$ cat config.mk
export PLATFORM = sky130hd
export DESIGN_NAME = message_gpio_timer_unit
export DESIGN_NICKNAME = d
export VERILOG_FILES = /design/src/design/mgtu_pkg.sv /design/src/design/mgtu_tick_div.sv /design/src/design/mgtu_core.sv /design/src/design/message_gpio_timer_unit.sv
export SDC_FILE = /design/constraint.sdc
export NUM_CORES = 2
export LEC_CHECK = 0
export ABC_AREA = 1
export BUFFER_PORTS_ARGS = -buffer_cell sky130_fd_sc_hd__buf_2
export CAP_MARGIN = 20
export CELL_PAD_IN_SITES_DETAIL_PLACEMENT = 0
export CELL_PAD_IN_SITES_GLOBAL_PLACEMENT = 1
export CORE_MARGIN = 5
export CORE_UTILIZATION = 40
export DETAILED_ROUTE_END_ITERATION = 10
export PLACE_DENSITY_LB_ADDON = 0.1
export SLEW_MARGIN = 20
export SYNTH_ARGS = -nofsm -noshare
export SYNTH_HDL_FRONTEND = slang
export SYNTH_SLANG_ARGS = --single-unit
$ cat constraint.sdc
create_clock -name clock -period 14.6 [get_ports clock]
set_input_delay 2.19 -clock clock [delete_from_list [all_inputs] [get_ports clock]]
set_output_delay 2.19 -clock clock [all_outputs]
set_load 0.1 [all_outputs]
$ cat src/design/mgtu_pkg.sv
// ----------------------------------------------------------------------------
// mgtu_pkg
// Shared types, codes and constants of the message pin, timer and interrupt
// unit.
// ----------------------------------------------------------------------------
package mgtu_pkg;

   // Sizing of the unit
   localparam int NUM_TIMERS = 10;
   localparam int NUM_PINS   = 32;
   localparam int TICK_US    = 50;

   // Field widths
   localparam int OPCODE_W = 3;
   localparam int MSG_W    = 8;
   localparam int CMD_W    = 3;
   localparam int ARG_W    = 5;
   localparam int TIDX_W   = 4;
   localparam int US_W     = 32;
   localparam int PIN_W    = 5;
   localparam int STATUS_W = 2;
   localparam int PINS_W   = 32;
   localparam int TICK_W   = 27;

   localparam logic [TICK_W-1:0] TICK_MAX = '1;

   // Reciprocal for period_us / TICK_US: q_est = (x * DIV_MAGIC) >> DIV_SHIFT
   // is the quotient or one below it; one compare and increment corrects it.
   localparam int DIV_SHIFT = US_W + $clog2(TICK_US);
   localparam int PROD_W    = US_W + DIV_SHIFT;
   localparam logic [PROD_W-1:0] DIV_MAGIC =
      PROD_W'((PROD_W'(1) << DIV_SHIFT) / TICK_US);
   localparam logic [US_W-1:0] TICK_US_W = US_W'(TICK_US);

   // Outgoing message bytes
   localparam logic [MSG_W-1:0] TX_DRIVE_BASE = 8'h00;
   localparam logic [MSG_W-1:0] TX_DIR_BASE   = 8'h40;
   localparam logic [MSG_W-1:0] TX_LEVEL_BIT  = 8'h20;
   localparam logic [MSG_W-1:0] TX_END_IRQ    = 8'h80;

   typedef enum logic [OPCODE_W-1:0] {
      OP_RECEIVE   = 3'd0,
      OP_START     = 3'd1,
      OP_CHECK     = 3'd2,
      OP_DRIVE     = 3'd3,
      OP_DIRECTION = 3'd4,
      OP_END_IRQ   = 3'd5
   } opcode_type;

   typedef enum logic [CMD_W-1:0] {
      CMD_PIN_LOW  = 3'd0,
      CMD_PIN_HIGH = 3'd1,
      CMD_TICK     = 3'd2,
      CMD_IRQ      = 3'd3
   } cmd_type;

   typedef enum logic [STATUS_W-1:0] {
      ST_OK        = 2'd0,
      ST_BAD_CMD   = 2'd1,
      ST_IRQ_BUSY  = 2'd2,
      ST_BAD_TIMER = 2'd3
   } status_type;

   typedef struct packed {
      logic [OPCODE_W-1:0] opcode;
      logic [MSG_W-1:0]    msg_byte;
      logic [TIDX_W-1:0]   timer_index;
      logic [US_W-1:0]     period_us;
      logic [PIN_W-1:0]    pin_number;
      logic                pin_level;
      logic                output_mode;
   } req_item_type;

   typedef struct packed {
      status_type          status;
      logic                tx_valid;
      logic [MSG_W-1:0]    tx_byte;
      logic                timer_fired;
      logic [PINS_W-1:0]   pin_states;
      logic                irq_active;
      logic [ARG_W-1:0]    irq_number;
   } rsp_item_type;

endpackage

$ cat src/design/mgtu_tick_div.sv
// ----------------------------------------------------------------------------
// mgtu_tick_div
// Converts a period in microseconds to timer ticks: registered reciprocal
// multiply, then a one-step correction and saturation to the tick width.
// ----------------------------------------------------------------------------
module mgtu_tick_div (
   input  logic                             clock,
   input  logic                             enable,
   input  logic [mgtu_pkg::US_W-1:0]        period_us,
   output logic [mgtu_pkg::TICK_W-1:0]      ticks
);

   logic [mgtu_pkg::PROD_W-1:0] prod_ff, prod_in;
   logic [mgtu_pkg::US_W-1:0]   num_ff;
   logic [mgtu_pkg::US_W-1:0]   q_est;
   logic [mgtu_pkg::US_W-1:0]   q_fix;
   logic [mgtu_pkg::US_W-1:0]   rem;

   // Multiply by the reciprocal
   assign prod_in = mgtu_pkg::PROD_W'(period_us) * mgtu_pkg::DIV_MAGIC;

   // Hold the product alongside its numerator
   always_ff @(posedge clock) begin
      if (enable) begin
         prod_ff <= prod_in;
         num_ff  <= period_us;
      end
   end

   // Correct the estimate by one where the remainder reaches the divisor
   always_comb begin
      q_est = prod_ff[mgtu_pkg::DIV_SHIFT +: mgtu_pkg::US_W];
      rem   = num_ff - mgtu_pkg::US_W'(q_est * mgtu_pkg::TICK_US_W);
      q_fix = q_est + mgtu_pkg::US_W'(rem >= mgtu_pkg::TICK_US_W);
      if (q_fix > mgtu_pkg::US_W'(mgtu_pkg::TICK_MAX)) begin
         ticks = mgtu_pkg::TICK_MAX;
      end else begin
         ticks = q_fix[mgtu_pkg::TICK_W-1:0];
      end
   end

endmodule

$ cat src/design/mgtu_core.sv
// ----------------------------------------------------------------------------
// mgtu_core
// Holds pins, timers and the interrupt latch; applies one item per commit
// and forms its result from the updated state.
// ----------------------------------------------------------------------------
module mgtu_core (
   input  logic                           clock,
   input  logic                           reset,
   input  logic                           commit,
   input  mgtu_pkg::req_item_type         item,
   input  logic [mgtu_pkg::TICK_W-1:0]    ticks,
   output mgtu_pkg::rsp_item_type         result
);

   localparam int NT = mgtu_pkg::NUM_TIMERS;

   logic [mgtu_pkg::PINS_W-1:0] pin_bits_ff, pin_bits_in;
   logic [mgtu_pkg::TICK_W-1:0] period_ff [NT];
   logic [mgtu_pkg::TICK_W-1:0] period_in [NT];
   logic [mgtu_pkg::TICK_W-1:0] count_ff  [NT];
   logic [mgtu_pkg::TICK_W-1:0] count_in  [NT];
   logic [NT-1:0]               fired_ff, fired_in;
   logic                        irq_pending_ff, irq_pending_in;
   logic [mgtu_pkg::ARG_W-1:0]  irq_id_ff, irq_id_in;

   logic [NT-1:0]               timer_hit;
   logic                        timer_ok;
   logic                        do_tick, do_start, do_clear;
   logic                        pin_wr;
   logic [mgtu_pkg::PIN_W-1:0]  pin_num;
   logic                        pin_lvl;
   logic [mgtu_pkg::PINS_W-1:0] pin_mask;
   logic [mgtu_pkg::CMD_W-1:0]  cmd;
   logic [mgtu_pkg::ARG_W-1:0]  arg;

   // Timer lane select and range check
   assign timer_ok = {1'b0, item.timer_index} < (mgtu_pkg::TIDX_W + 1)'(NT);
   for (genvar i = 0; i < NT; i++) begin : g_hit
      assign timer_hit[i] = item.timer_index == mgtu_pkg::TIDX_W'(i);
   end

   assign cmd = item.msg_byte[mgtu_pkg::MSG_W-1 -: mgtu_pkg::CMD_W];
   assign arg = item.msg_byte[mgtu_pkg::ARG_W-1:0];

   // Decode the item and form the result
   always_comb begin
      result          = '0;
      result.status   = mgtu_pkg::ST_OK;
      do_tick         = 1'b0;
      do_start        = 1'b0;
      do_clear        = 1'b0;
      pin_wr          = 1'b0;
      pin_num         = item.pin_number;
      pin_lvl         = item.pin_level;
      irq_pending_in  = irq_pending_ff;
      irq_id_in       = irq_id_ff;
      case (item.opcode)
         mgtu_pkg::OP_RECEIVE: begin
            case (cmd)
               mgtu_pkg::CMD_PIN_LOW: begin
                  pin_wr  = 1'b1;
                  pin_num = arg;
                  pin_lvl = 1'b0;
               end
               mgtu_pkg::CMD_PIN_HIGH: begin
                  pin_wr  = 1'b1;
                  pin_num = arg;
                  pin_lvl = 1'b1;
               end
               mgtu_pkg::CMD_TICK: begin
                  do_tick = 1'b1;
               end
               mgtu_pkg::CMD_IRQ: begin
                  if (irq_pending_ff) begin
                     result.status = mgtu_pkg::ST_IRQ_BUSY;
                  end else begin
                     irq_pending_in = 1'b1;
                     irq_id_in      = arg;
                  end
               end
               default: begin
                  result.status = mgtu_pkg::ST_BAD_CMD;
               end
            endcase
         end
         mgtu_pkg::OP_START: begin
            if (timer_ok) begin
               do_start = 1'b1;
            end else begin
               result.status = mgtu_pkg::ST_BAD_TIMER;
            end
         end
         mgtu_pkg::OP_CHECK: begin
            if (timer_ok) begin
               do_clear           = 1'b1;
               result.timer_fired = |(fired_ff & timer_hit);
            end else begin
               result.status = mgtu_pkg::ST_BAD_TIMER;
            end
         end
         mgtu_pkg::OP_DRIVE: begin
            pin_wr          = 1'b1;
            result.tx_valid = 1'b1;
            result.tx_byte  = mgtu_pkg::TX_DRIVE_BASE
                            | (item.pin_level ? mgtu_pkg::TX_LEVEL_BIT : '0)
                            | mgtu_pkg::MSG_W'(item.pin_number);
         end
         mgtu_pkg::OP_DIRECTION: begin
            result.tx_valid = 1'b1;
            result.tx_byte  = mgtu_pkg::TX_DIR_BASE
                            | (item.output_mode ? mgtu_pkg::TX_LEVEL_BIT : '0)
                            | mgtu_pkg::MSG_W'(item.pin_number);
         end
         mgtu_pkg::OP_END_IRQ: begin
            irq_pending_in  = 1'b0;
            result.tx_valid = 1'b1;
            result.tx_byte  = mgtu_pkg::TX_END_IRQ;
         end
         default: begin
         end
      endcase

      // Pin update; pins beyond the array stay low
      pin_mask    = mgtu_pkg::PINS_W'(1) << pin_num;
      pin_bits_in = pin_bits_ff;
      if (pin_wr && ({1'b0, pin_num} < (mgtu_pkg::PIN_W + 1)'(mgtu_pkg::NUM_PINS))) begin
         pin_bits_in = pin_lvl ? (pin_bits_ff | pin_mask) : (pin_bits_ff & ~pin_mask);
      end

      result.pin_states = pin_bits_in;
      result.irq_active = irq_pending_in;
      result.irq_number = irq_pending_in ? irq_id_in : '0;
   end

   // One counter lane per timer
   for (genvar i = 0; i < NT; i++) begin : g_timer
      logic [mgtu_pkg::TICK_W-1:0] dec;

      assign dec = count_ff[i] - mgtu_pkg::TICK_W'(1);

      always_comb begin
         period_in[i] = period_ff[i];
         count_in[i]  = count_ff[i];
         fired_in[i]  = fired_ff[i];
         // Advance enabled timers; reload and flag on reaching zero
         if (do_tick && (period_ff[i] != '0)) begin
            if (dec == '0) begin
               count_in[i] = period_ff[i];
               fired_in[i] = 1'b1;
            end else begin
               count_in[i] = dec;
            end
         end
         if (do_start && timer_hit[i]) begin
            period_in[i] = ticks;
            count_in[i]  = ticks;
         end
         if (do_clear && timer_hit[i]) begin
            fired_in[i] = 1'b0;
         end
      end

      always_ff @(posedge clock) begin
         if (reset) begin
            period_ff[i] <= '0;
            count_ff[i]  <= '0;
            fired_ff[i]  <= 1'b0;
         end else if (commit) begin
            period_ff[i] <= period_in[i];
            count_ff[i]  <= count_in[i];
            fired_ff[i]  <= fired_in[i];
         end
      end
   end

   // Pin and interrupt state
   always_ff @(posedge clock) begin
      if (reset) begin
         pin_bits_ff    <= '0;
         irq_pending_ff <= 1'b0;
         irq_id_ff      <= '0;
      end else if (commit) begin
         pin_bits_ff    <= pin_bits_in;
         irq_pending_ff <= irq_pending_in;
         irq_id_ff      <= irq_id_in;
      end
   end

endmodule

$ cat src/design/message_gpio_timer_unit.sv
// ----------------------------------------------------------------------------
// message_gpio_timer_unit
// Pin, timer and interrupt unit driven by one-byte messages and local
// operations; one result per request.
// ----------------------------------------------------------------------------
//   Channel   Direction   Handshake              Payload
//   req_      in          req_valid/req_ready    opcode, msg_byte, timer_index,
//                                                period_us, pin_number,
//                                                pin_level, output_mode
//   rsp_      out         rsp_valid/rsp_ready    status, tx_valid, tx_byte,
//                                                timer_fired, pin_states,
//                                                irq_active, irq_number
//
// Three register stages: input, period-to-tick product, result. A request
// moves through them in that order to the result register; one request per
// cycle is sustained while each result is taken as it is shown.
// The tick conversion multiplier sets the stage split.
// A held result stalls the whole pipeline; req_ready follows that stall.
// Synchronous reset clears pipeline valids, pins, timers and the interrupt.
// ----------------------------------------------------------------------------
module message_gpio_timer_unit (
   input  logic                              clock,
   input  logic                              reset,
   input  logic                              req_valid,
   output logic                              req_ready,
   input  logic [mgtu_pkg::OPCODE_W-1:0]     req_opcode,
   input  logic [mgtu_pkg::MSG_W-1:0]        req_msg_byte,
   input  logic [mgtu_pkg::TIDX_W-1:0]       req_timer_index,
   input  logic [mgtu_pkg::US_W-1:0]         req_period_us,
   input  logic [mgtu_pkg::PIN_W-1:0]        req_pin_number,
   input  logic                              req_pin_level,
   input  logic                              req_output_mode,
   output logic                              rsp_valid,
   input  logic                              rsp_ready,
   output logic [mgtu_pkg::STATUS_W-1:0]     rsp_status,
   output logic                              rsp_tx_valid,
   output logic [mgtu_pkg::MSG_W-1:0]        rsp_tx_byte,
   output logic                              rsp_timer_fired,
   output logic [mgtu_pkg::PINS_W-1:0]       rsp_pin_states,
   output logic                              rsp_irq_active,
   output logic [mgtu_pkg::ARG_W-1:0]        rsp_irq_number
);

   logic                         advance;
   logic                         s1_valid_ff, s2_valid_ff, out_valid_ff;
   mgtu_pkg::req_item_type       req_item, s1_item_ff, s2_item_ff;
   mgtu_pkg::rsp_item_type       result, out_item_ff;
   logic [mgtu_pkg::TICK_W-1:0]  ticks;

   // Move the pipeline whenever the result register is free or drained
   assign advance   = !out_valid_ff || rsp_ready;
   assign req_ready = advance;

   assign req_item.opcode      = req_opcode;
   assign req_item.msg_byte    = req_msg_byte;
   assign req_item.timer_index = req_timer_index;
   assign req_item.period_us   = req_period_us;
   assign req_item.pin_number  = req_pin_number;
   assign req_item.pin_level   = req_pin_level;
   assign req_item.output_mode = req_output_mode;

   // Stage valids
   always_ff @(posedge clock) begin
      if (reset) begin
         s1_valid_ff  <= 1'b0;
         s2_valid_ff  <= 1'b0;
         out_valid_ff <= 1'b0;
      end else if (advance) begin
         s1_valid_ff  <= req_valid;
         s2_valid_ff  <= s1_valid_ff;
         out_valid_ff <= s2_valid_ff;
      end
   end

   // Stage payloads
   always_ff @(posedge clock) begin
      if (advance) begin
         s1_item_ff  <= req_item;
         s2_item_ff  <= s1_item_ff;
         out_item_ff <= result;
      end
   end

   mgtu_tick_div u_tick_div (
      .clock     (clock),
      .enable    (advance),
      .period_us (s1_item_ff.period_us),
      .ticks     (ticks)
   );

   mgtu_core u_core (
      .clock  (clock),
      .reset  (reset),
      .commit (advance && s2_valid_ff),
      .item   (s2_item_ff),
      .ticks  (ticks),
      .result (result)
   );

   assign rsp_valid       = out_valid_ff;
   assign rsp_status      = out_item_ff.status;
   assign rsp_tx_valid    = out_item_ff.tx_valid;
   assign rsp_tx_byte     = out_item_ff.tx_byte;
   assign rsp_timer_fired = out_item_ff.timer_fired;
   assign rsp_pin_states  = out_item_ff.pin_states;
   assign rsp_irq_active  = out_item_ff.irq_active;
   assign rsp_irq_number  = out_item_ff.irq_number;

endmodule
==> run summary <==
### Setup path
* 35 — r2r worst-path depth
* 5.51 ns — register-to-register path setup slack
* reg -> reg — Worst Path Class, Setup
* 15 — largest fanout on the critical path
* u_tick_div.prod_ff[39] — Critical Path Start
* sky130_fd_sc_hd__inv_1 — crit path max-delay cell type
* 1.00 ns — crit-path max cell delay
* 14.94 ns — data required time at the worst endpoint
* u_core.period_ff[1][5] — worst setup path end
* flop — crit end category
* flop — kind of start point of the critical path
* u_tick_div.prod_ff[39] — Reg-to-Reg Start
* 9.43 ns — crit path DAT
* u_core.period_ff[1][5] — end of the worst register-to-register path
* sky130_fd_sc_hd__nand2_1 — cell with the most instances on the worst path

### Yosys
* 724 — number of flops mapped to enable cells by yosys
* simple AND/OR/NAND/NOR gates — dominant combinational cell family by area after synthesis
* 22.4% — post-synthesis adder-cell area fraction
* 2.45% — parity-gate share of the synthesized area counting xor and xnor cells
* 0 — count of synthesis-stage warnings from yosys
* 7,941 — instance count of the mapped netlist
* 8.36 µm² — mean area per synthesized cell
* 34.3% — part of the Yosys area used for sequential elements
* 66,400 µm² — cell area after synthesis
* sky130_fd_sc_hd__edfxtp_1 — Main synth FF type
* 0% — proportion of register bits with asynchronous set or reset after synthesis
* 775 — flop and latch count out of synthesis
* 63 — count of different cell masters after synthesis
* 25.7% — synthesized-area fraction occupied by and/or/nand/nor cells
* 0.482% — fraction of synthesized area in multiplexers
* 8,943 — net count after synthesis
* 4.26% — synthesized-area fraction occupied by ao, oa, aoi and oai cells

### Hold path
* reg -> reg — Hold/Removal Path Class

### Timing
* 0 ns — final total negative setup slack
* 0 — pins over their slew limit
* 9.09 ns — post-layout min period
* 110 MHz — upper clock frequency limit
* 0 — final setup vio count
* 26.6% — Relative slew margins
* false — unrepaired setup endpoints after global routing
* 62.3% — final period utilization
* 0.0562 ns — clock skew after layout
* 0 — number of hold violations in the final report
* 1.09 ns — measured slew at the worst slew-check pin

### Placement
* 10.2k — total instance count after detailed placement
* 186 mm — detailed placer's ending HPWL
* 109 — # port buffers
* 0.928 — routability congestion estimate from global placement

### Routing
* 236 mm — overall routed net length
* 6 — first-pass iteration count of the detailed router
* 4,705 — Starting DRT DRC Count
* 5.24 — via count normalized by instance count
* 0 — final routed DRC violation total
* 0 — number of nets still failing antenna checks after routing
* 22.8 µm — final routed wire length divided by cell count
* 54.1k — via count

### Clock tree
* 0.06 ns — Worst-path clk slew
* 775 — number of sinks handled by clock tree synthesis
* 0 — number of gates resized after CTS
* 3 — buffers from clock root to sink, at most
* built — TritonCTS clock tree
* sky130_fd_sc_hd__clkbuf_16 — root cell of the clock tree
* 0.72 ns — clock latency reported for the late side of the worst-skew pair
* 3 — H-tree depth reported by CTS
* 0 — number of hold buffers added after CTS
* 0 — number of post-CTS setup repair buffers
* 94 — clock buffer count from CTS

### Cells and area
* sky130_fd_sc_hd__nand2_1 — most frequent standard cell in the layout excluding fill and tap cells
* 6.97% — layout cells sized above 1
* 16.6k — filler instances
* 22,800 µm² — FF+latch area
* 36,900 µm² — area of the multi-input gates
* sky130_fd_sc_hd__nand2_1 (1,643), sky130_fd_sc_hd__inv_1 (1,570), sky130_fd_sc_hd__nor2_1 (806) — most frequent cells in the layout
* 0 — Diodes inserted
* 9.44% — synthesis-to-finish area growth
* 9,070 — net total in the final layout
* 10.3k — Final Non-Filler Cells

### Floorplan
* 417 µm — DIE WIDTH
* 110 — Ports
* 40.2% — starting utilization of the core area
* 417 µm — Die H
* 165,000 µm² — placeable core region
* 174,000 µm² — area of the die
* 149 — Site Rows

### GRT
* 347 mm — global-route wire length before repair
* 75 — pin count of the biggest net entering global routing
* 0 — grt total ovfl
* 8 — antenna violations before repair
* 26.6% — GR Util All Layers
* 53.5k — vias in the first global route

### Run status
* completed — outcome

### Flow run
* 0 — maximum capacitance violations

==> worst min-delay path by stage <==
stage / startpoint / to / depth (start not counted)
floorplan: s1_item_ff[0] / s2_item_ff[0] / 0
global placement: s1_item_ff[5] / s2_item_ff[5] / 0
detailed placement: s1_item_ff[49] / s2_item_ff[49] / 0
CTS: s1_item_ff[4] / s2_item_ff[4] / 0
global route: s1_item_ff[44] / s2_item_ff[44] / 0
finish: s1_item_ff[4] / s2_item_ff[4] / 0
==> area by class of cell <==
type	count	share of cell area, %
multi-input combinational	5421	50.7
sequential	775	31.3
tap	2189	3.77
inverter	1602	8.29
timing repair buffer	174	1.42
clock buffer	119	3.52
clock inverter	55	0.926
==> flip-flops by register name (all words and copies together) (netlist names) <==
name,flops
rsp_valid,1
rsp_pin_states,32
u_core.irq_id_ff,5
s1_item_ff,54
rsp_timer_fired,1
s2_valid_ff,1
rsp_irq_number,5
u_core.fired_ff,10
u_core.irq_pending_ff,1
u_tick_div.num_ff,31
rsp_tx_byte,8
s2_item_ff,22
rsp_irq_active,1
u_core.count_ff,270
rsp_tx_valid,1
rsp_status,2
s1_valid_ff,1
u_core.period_ff,270
u_tick_div.prod_ff,27
u_core.pin_bits_ff,32
==> per-layer routing <==
layer | global-route usage [%] | share of wire (%) | vias up
met5 | 0 | 0 | -
met2 | 43.6 | 46 | 1715
met3 | 3.14 | 5.6 | 346
met1 | 36.2 | 44 | 26100
li1 | - | - | 26000
met4 | 9.96 | 4.3 | 0
==> cells by family (layout without fill, tap and decap cells) <==
| group | count (synthesis) | after routing |
|---|---|---|
| adder cells (fa/ha/maj) | 944 | 944 |
| AND/OR/NAND/NOR | 3741 | 3741 |
| multiplexers | 32 | 32 |
| AO/OA/AOI/OAI | 520 | 520 |
| buffers and inverters | 1745 | 1950 |
| flip-flops | 775 | 775 |
| XOR/XNOR | 184 | 184 |
==> cells in the mapped netlist (6+ instances only) <==
cell	number	area share (%)
sky130_fd_sc_hd__o211ai_1	6	0.068
sky130_fd_sc_hd__nor3_4	7	0.17
sky130_fd_sc_hd__dfxtp_1	51	1.5
sky130_fd_sc_hd__nor2_1	820	4.6
sky130_fd_sc_hd__a21oi_1	182	1.4
sky130_fd_sc_hd__o22ai_1	9	0.085
sky130_fd_sc_hd__inv_2	18	0.10
sky130_fd_sc_hd__mux2i_1	32	0.48
sky130_fd_sc_hd__nand4_1	351	3.3
sky130_fd_sc_hd__nor2_4	30	0.51
sky130_fd_sc_hd__nand2_2	47	0.44
sky130_fd_sc_hd__buf_4	20	0.23
sky130_fd_sc_hd__nor4_1	65	0.61
sky130_fd_sc_hd__buf_2	48	0.36
sky130_fd_sc_hd__nor3_1	66	0.50
sky130_fd_sc_hd__a21o_1	14	0.16
sky130_fd_sc_hd__buf_1	10	0.057
sky130_fd_sc_hd__xnor2_1	62	0.82
sky130_fd_sc_hd__xor2_1	120	1.6
sky130_fd_sc_hd__inv_1	1573	8.9
sky130_fd_sc_hd__clkinv_1	9	0.051
sky130_fd_sc_hd__or2_2	13	0.12
sky130_fd_sc_hd__fa_1	411	12
sky130_fd_sc_hd__nand3b_1	98	1.1
sky130_fd_sc_hd__o21a_1	8	0.090
sky130_fd_sc_hd__nand3_1	494	3.7
sky130_fd_sc_hd__a31oi_1	14	0.13
sky130_fd_sc_hd__o21bai_1	17	0.19
sky130_fd_sc_hd__o21ai_1	60	0.45
sky130_fd_sc_hd__o21ai_0	184	1.4
sky130_fd_sc_hd__edfxtp_1	724	33
sky130_fd_sc_hd__nor2_8	8	0.24
sky130_fd_sc_hd__clkbuf_1	36	0.20
sky130_fd_sc_hd__nand2_1	1643	9.3
sky130_fd_sc_hd__nor2_2	78	0.73
sky130_fd_sc_hd__ha_1	533	10
sky130_fd_sc_hd__buf_6	24	0.41
==> critical path, delay by kind of cell, from the launching register on <==
kind,cells,cell delay (ns)
flip-flops,1,0.52
adder cells (fa/ha/maj),6,2.11
XOR/XNOR,1,0.12
buffers and inverters,4,1.37
AND/OR/NAND/NOR,20,3.68
AO/OA/AOI/OAI,4,0.87
==> through the flow <==
| step | instance area [µm²] | utilization, % | setup WS (ns) | hold slack (ns) |
|---|---|---|---|---|
| 5_1_grt | 72700 | 44.0 | 4.87 | 0.428 |
| 3_5_place_dp | 69400 | 42.1 | 5.56 | 0.405 |
| 4_1_cts | 72700 | 44.0 | 5.52 | 0.418 |
| 2_1_floorplan | 66400 | - | 5.97 | 0.400 |
| 3_3_place_gp | 69400 | 42.1 | 5.61 | 0.401 |
| 6_report | 72700 | 44.0 | 5.51 | 0.415 |
Power is not shown: default switching activity piles up to over one toggle a cycle in this logic, so the estimate is an artifact.
